## config.mk

```make
export PLATFORM = sky130hd
export DESIGN_NAME = llqm_ram
export DESIGN_NICKNAME = d
export VERILOG_FILES = /design/src/llqm_ram.sv
export SDC_FILE = /design/constraint.sdc
export NUM_CORES = 1
export LEC_CHECK = 0
export BUFFER_PORTS_ARGS = -buffer_cell sky130_fd_sc_hd__buf_4
export CAP_MARGIN = 20
export CORE_ASPECT_RATIO = 0.7
export CORE_MARGIN = 3
export CORE_UTILIZATION = 45
export DETAILED_ROUTE_END_ITERATION = 10
export SYNTH_ARGS = -nofsm -noshare
export SYNTH_HDL_FRONTEND = slang
export SYNTH_SLANG_ARGS = --single-unit
```

## constraint.sdc

```tcl
create_clock -name clk -period 5.41 [get_ports clk]
set_input_delay 0.8115 -clock clk [delete_from_list [all_inputs] [get_ports clk]]
set_output_delay 0.8115 -clock clk [all_outputs]
set_load 0.02 [all_outputs]
```

## src/llqm_ram.sv

```systemverilog
// generic single write, single read ram with registered read data
// no dependencies
`timescale 1ns / 1ps
`default_nettype none

module llqm_ram #(
    parameter int WIDTH = 8,
    parameter int DEPTH = 16,
    localparam int AW   = (DEPTH > 1) ? $clog2(DEPTH) : 1
) (
    input  wire logic             clk,
    input  wire logic             we,
    input  wire logic [AW-1:0]    waddr,
    input  wire logic [WIDTH-1:0] wdata,
    input  wire logic [AW-1:0]    raddr,
    output logic      [WIDTH-1:0] rdata
);

    logic [WIDTH-1:0] mem_reg [DEPTH];
    logic [WIDTH-1:0] rdata_reg;

    always_ff @(posedge clk)
    begin
        if (we)
        begin
            mem_reg[waddr] <= wdata;
        end
        rdata_reg <= mem_reg[raddr];
    end

    assign rdata = rdata_reg;

endmodule

`default_nettype wire

```

==> metrics, run 1 <==
Post-Syn Nets 247; Ports 26; die height 95.5 um; Tot GR Track Use 0.177; num rows 32; Max rail drop VDD 0.226 mV; # nets final 285; clock skew 0.00440 ns; most common cell in the netlist edfxtp_1; final setup violation count 0; R2R cell count 3; Starting DRT DRC Count 237; final antenna-violating net count 0; Post-synth EDFFs 128; vias in the first global route 2398; Hold EP rdata[3]; worst reg2reg startpoint mem_reg[10][3]; PortBufs 25; top cells by area, synth edfxtp_1, mux4_2, mux4_1; Reg clk slew, reported paths 0.06 ns; crit start category input port; minimum clock period 2.14 ns; fmax 468 MHz; Hold Vio Cnt, Final 0; register bit total from synthesis 136; Core ar. 11100 um2; register area share after synthesis 0.778; Hold Path Class flop to flop; fin. max-slew vios 0; DP Worst Slack 2.82 ns; critical path's slowest cell nor2_1; clk sinks 136; hold_sp mem_reg[4][3]; routability cong. 0.715; leak pwr 2.00 nW; first-pass GRT wire length 15500 um; Initial Util 0.464; critical path required time 5.44 ns; crit path DAT 2.17 ns; hold_buf cts 0; critical-path maximum fanout 8; Buffers & Inverters on Critical Path 1; routed wire length 10100 um; pwr dens 398 nW/um2; DPL Wire Length 6370 um; routed vias 2355; drt first pass iters 6; global route overflow 0; antenna cells 0; asr flop ratio synth 0; CTS Buf Count 17; initial antenna violation count 0; CTS tree built; unrepaired setup endpoints after global routing false; fill count 839; Root Driver clkbuf_16; max reg flops 128; Hold Path Stages 3; vias per cell 5.44; Period Utilization, post-route 0.395; CP endpoint kind flop; Layout Area Growth over Synthesis 17.5%; Avg WL per Cell 23.4 um; die width 134 um; reg2reg setup slack 4.05 ns; Yosys warning count 0; fraction of layout cells with a size suffix above 1 0.286; kind of critical path input port to flop; setup ws final 3.27 ns; clock insertion delay at the later pin of the skew report 0.41 ns; Synth area leader edfxtp_1; Netlist cell types 19; max_cap viols 0; total die area 12800 um2; Post-route DRC 0; synthesized area 5150 um2; Worst R2R End rdata[3]; crit-path cells buf_4 > or3b_2 > nor2_1; Setup Fix Bufs, Post-CTS 0; Max H-tree Level 4; CP top delay family simple AND/OR/NAND/NOR gates; Post-synth top cells edfxtp_1, mux4_2, a22oi_1; Setup TNS 0 ns; Mapped Cells 229; Bufs on Longest Clock Path 2; largest net degree at the start of global routing 33; Primary FF master, synth edfxtp_1; worst-margin pin slew 0.927 ns; Synth top area share 0.747; status completed; Slew HR 0.380; max incr delay on CP 0.70 ns; syn avg cell area 22.5 um2; # resized after CTS 0
-- how the worst max path moves through the flow --
| stage | startpoint | end | slack (ns) | depth (start not counted) |
|---|---|---|---|---|
| after floorplan | waddr[2] | mem_reg[0][0] | 3.11 | 2 |
| after global placement | waddr[3] | mem_reg[4][4] | 2.82 | 3 |
| after global routing | waddr[2] | mem_reg[1][0] | 3.22 | 3 |
| after detailed placement | waddr[2] | mem_reg[1][1] | 2.82 | 3 |
| final | waddr[2] | mem_reg[1][6] | 3.27 | 3 |
| after CTS | waddr[2] | mem_reg[1][0] | 3.26 | 3 |
-- area by class of cell --
type	instances	area, um2	area share
Sequential cell	136	4000	0.662
Multi-Input combinational cell	83	1060	0.175
Clock buffer	17	425	0.0703
Timing Repair Buffer	29	218	0.0360
Tap cell	153	191	0.0316
Clock inverter	15	155	0.0256
-- power breakdown --
| group | switching [mW] | internal, mW |
|---|---|---|
| clock | 0.425 | 0.677 |
| combinational | 0.0707 | 0.0500 |
| sequential | 0.00641 | 1.18 |
-- layout by cell type, fill, tap and decap left out, types with 2 or more instances in the layout --
cell type   instances
a22oi_1            16
buf_4              29
bufinv_16           2
clkbuf_16          17
clkinv_2            3
clkinv_4            3
clkinvlp_4          6
dfxtp_1             8
edfxtp_1          128
mux4_1             14
mux4_2             18
nand2_1             9
nand2b_1            2
nand3b_1            2
nor2_1             13
nor3_1              4
-- tightest hold or removal path, stage by stage, from the launching register on --
cell and delay (ns):
edfxtp_1 0.31, mux4_1 0.21, a22oi_1 0.06, nand2_1 0.06
-- through the flow --
stage | hold WS [ns] | total power, mW | instance area (um2) | utilization | instances
final | 0.672 | 2.41 | 6050 | 0.546 | 433
after global routing | 0.726 | 2.49 | 6050 | 0.546 | 433
after CTS | 0.675 | 2.44 | 6050 | 0.546 | 433
after detailed placement | 0.664 | 1.33 | 5470 | 0.493 | 401
after global placement | 0.660 | 1.33 | 5460 | 0.493 | 400
after floorplan | 0.629 | 1.27 | 5150 | - | 229
-- cell families after synthesis --
| kind of cell | Yosys count | share of synthesized area |
|---|---|---|
| flops | 136 | 0.778 |
| simple gates | 35 | 0.0318 |
| mux | 32 | 0.150 |
| compound gates | 16 | 0.0233 |
| buf+inv | 10 | 0.0168 |
-- routing by layer --
metal  global-route usage  share of wire  vias up
met5                    0              0        -
met4               0.0539          0.013        0
met3               0.0580          0.084       12
met2                0.242           0.43       86
met1                0.271           0.47     1205
li1                     -              -     1052
(Power assumes the default switching activity.)
==> run 2, diff against run 1 <==
==> constraint.sdc (replaced) <==
create_clock -name clk -period 1.8 [get_ports clk]
set_input_delay 0.27 -clock clk [delete_from_list [all_inputs] [get_ports clk]]
set_output_delay 0.27 -clock clk [all_outputs]
set_load 0.02 [all_outputs]
==> metrics, run 2 (synthesis results as in run 1) <==
Post-route DRC 0 (unchanged); Max rail drop VDD 0.942 mV (+320%); num rows 32 (unchanged); Core ar. 11100 um2 (unchanged); most frequent cells in the layout edfxtp_1, buf_4, mux4_2, clkbuf_16, a22oi_1; worst hold margin 0.154 ns (-0.518 ns); dpl cells 419 (+4.5%); Reg area 4000 um2 (unchanged); Avg WL per Cell 22.2 um (-5.3%); critical-path maximum fanout 1 (-7); die height 95.5 um (unchanged); Ports 26 (unchanged); Initial Util 0.464 (unchanged); hold_buf cts 0 (unchanged); Setup Fix Bufs, Post-CTS 0 (unchanged); Hold Path Class input port to flop; clk sinks 136 (unchanged); CTS tree built; Root Driver clkbuf_16; Final Util 0.566 (+0.0200); fill count 855 (+1.9%); fmax 738 MHz; Hold Vio Cnt, Final 0 (unchanged); total power 7.54 mW (+210%); minimum clock period 1.36 ns; Slew HR 0.454 (+0.0745); CP endpoint kind flop; vias per cell 5.33 (-2.0%); reg2reg setup slack 0.44 ns (-3.61 ns); unrepaired setup endpoints after global routing false; Bufs on Longest Clock Path 2 (unchanged); Setup TNS 0 ns (unchanged); DP Area 5640 um2 (+3.2%); crit start category flop; max_cap viols 0 (unchanged); fraction of layout cells with a size suffix above 1 0.329 (+0.0431); Reg clk slew, reported paths 0.06 ns (about the same); multi-input logic area 1060 um2 (unchanged); setup ws final 0.444 ns (-2.83 ns); final setup violation count 0 (unchanged); global route overflow 0 (unchanged); DPL Wire Length 6610 um (+3.8%); PortBufs 25 (unchanged); initial antenna violation count 0 (unchanged); worst-margin pin slew 0.817 ns (-0.110 ns); clock insertion delay at the later pin of the skew report 0.42 ns (about the same); Layout Area Growth over Synthesis 21.9%; max reg flops 128 (unchanged); Tot GR Track Use 0.171 (-0.00564); Period Utilization, post-route 0.753; DP Worst Slack 0.140 ns (-2.68 ns); antenna cells 0 (unchanged); Max H-tree Level 4 (unchanged); critical path required time 2.08 ns (-3.36 ns); fin. max-slew vios 0 (unchanged); # resized after CTS 0 (unchanged); first-pass GRT wire length 15400 um (-0.89%); clock skew 0.0271 ns (+0.0227 ns); routability cong. 0.734 (+2.7%); drt first pass iters 5 (-1); Starting DRT DRC Count 203 (-14%); Final Cell Area 6270 um2 (+3.7%); crit path DAT 1.63 ns (-0.54 ns); Finished Layout Cells 451 (+4.2%); routed vias 2403 (+2.0%); # nets final 303 (+6.3%); largest net degree at the start of global routing 19 (-42%); pwr dens 1200 nW/um2 (+200%); CTS Buf Count 17 (unchanged); kind of critical path flop to flop; vias in the first global route 2464 (+2.8%); final antenna-violating net count 0 (unchanged); status completed; most common cell after layout, fill and taps aside edfxtp_1; total die area 12800 um2 (unchanged); routed wire length 9990 um (-1.4%); leak pwr 2.14 nW (+6.8%); die width 134 um (unchanged)
run 2: changes by cell type in the layout (fill, tap and decap cells not counted), sizes merged:
cell | previous run | this run
clkinvlp | 6 | 4
inv | 1 | 0
clkinv | 6 | 7
buf | 29 | 47
bufinv | 2 | 4
run 2: cell type report:
cell class | count | share of cell area
Clock inverter | 15 | 0.0325
Tap cell | 153 | 0.0305
Multi-Input combinational cell | 83 | 0.169
Clock buffer | 17 | 0.0678
Sequential cell | 136 | 0.638
Timing Repair Buffer | 47 | 0.0622
run 2: path summary, 6_finish.rpt:
kind                                      from              to  cells after the start
worst max-delay path             mem_reg[1][0]        rdata[0]                      3
worst min-delay path                  wdata[6]  mem_reg[15][6]                      1
worst max register to register   mem_reg[1][0]        rdata[0]                      3
worst min register to register  mem_reg[14][4]        rdata[4]                      3
run 2: worst max-delay path, cell delays in order, from the launching register on:
cell and delay (ns):
edfxtp_1 0.36, mux4_1 0.50, a22oi_1 0.26, nand2_1 0.10
run 2: report_power, final:
group          leakage (nW)  internal [mW]  switching (mW)
logic                 0.620          0.172           0.210
registers              1.22           3.54          0.0206
clock network         0.295           2.32            1.28
run 2: metal layers:
layer  vias up  track usage  share of wire
li1       1091            -              -
met1      1236        0.254           0.46
met2        76        0.250           0.46
met3         0       0.0475          0.079
met4         0       0.0539              0
met5         -            0              0
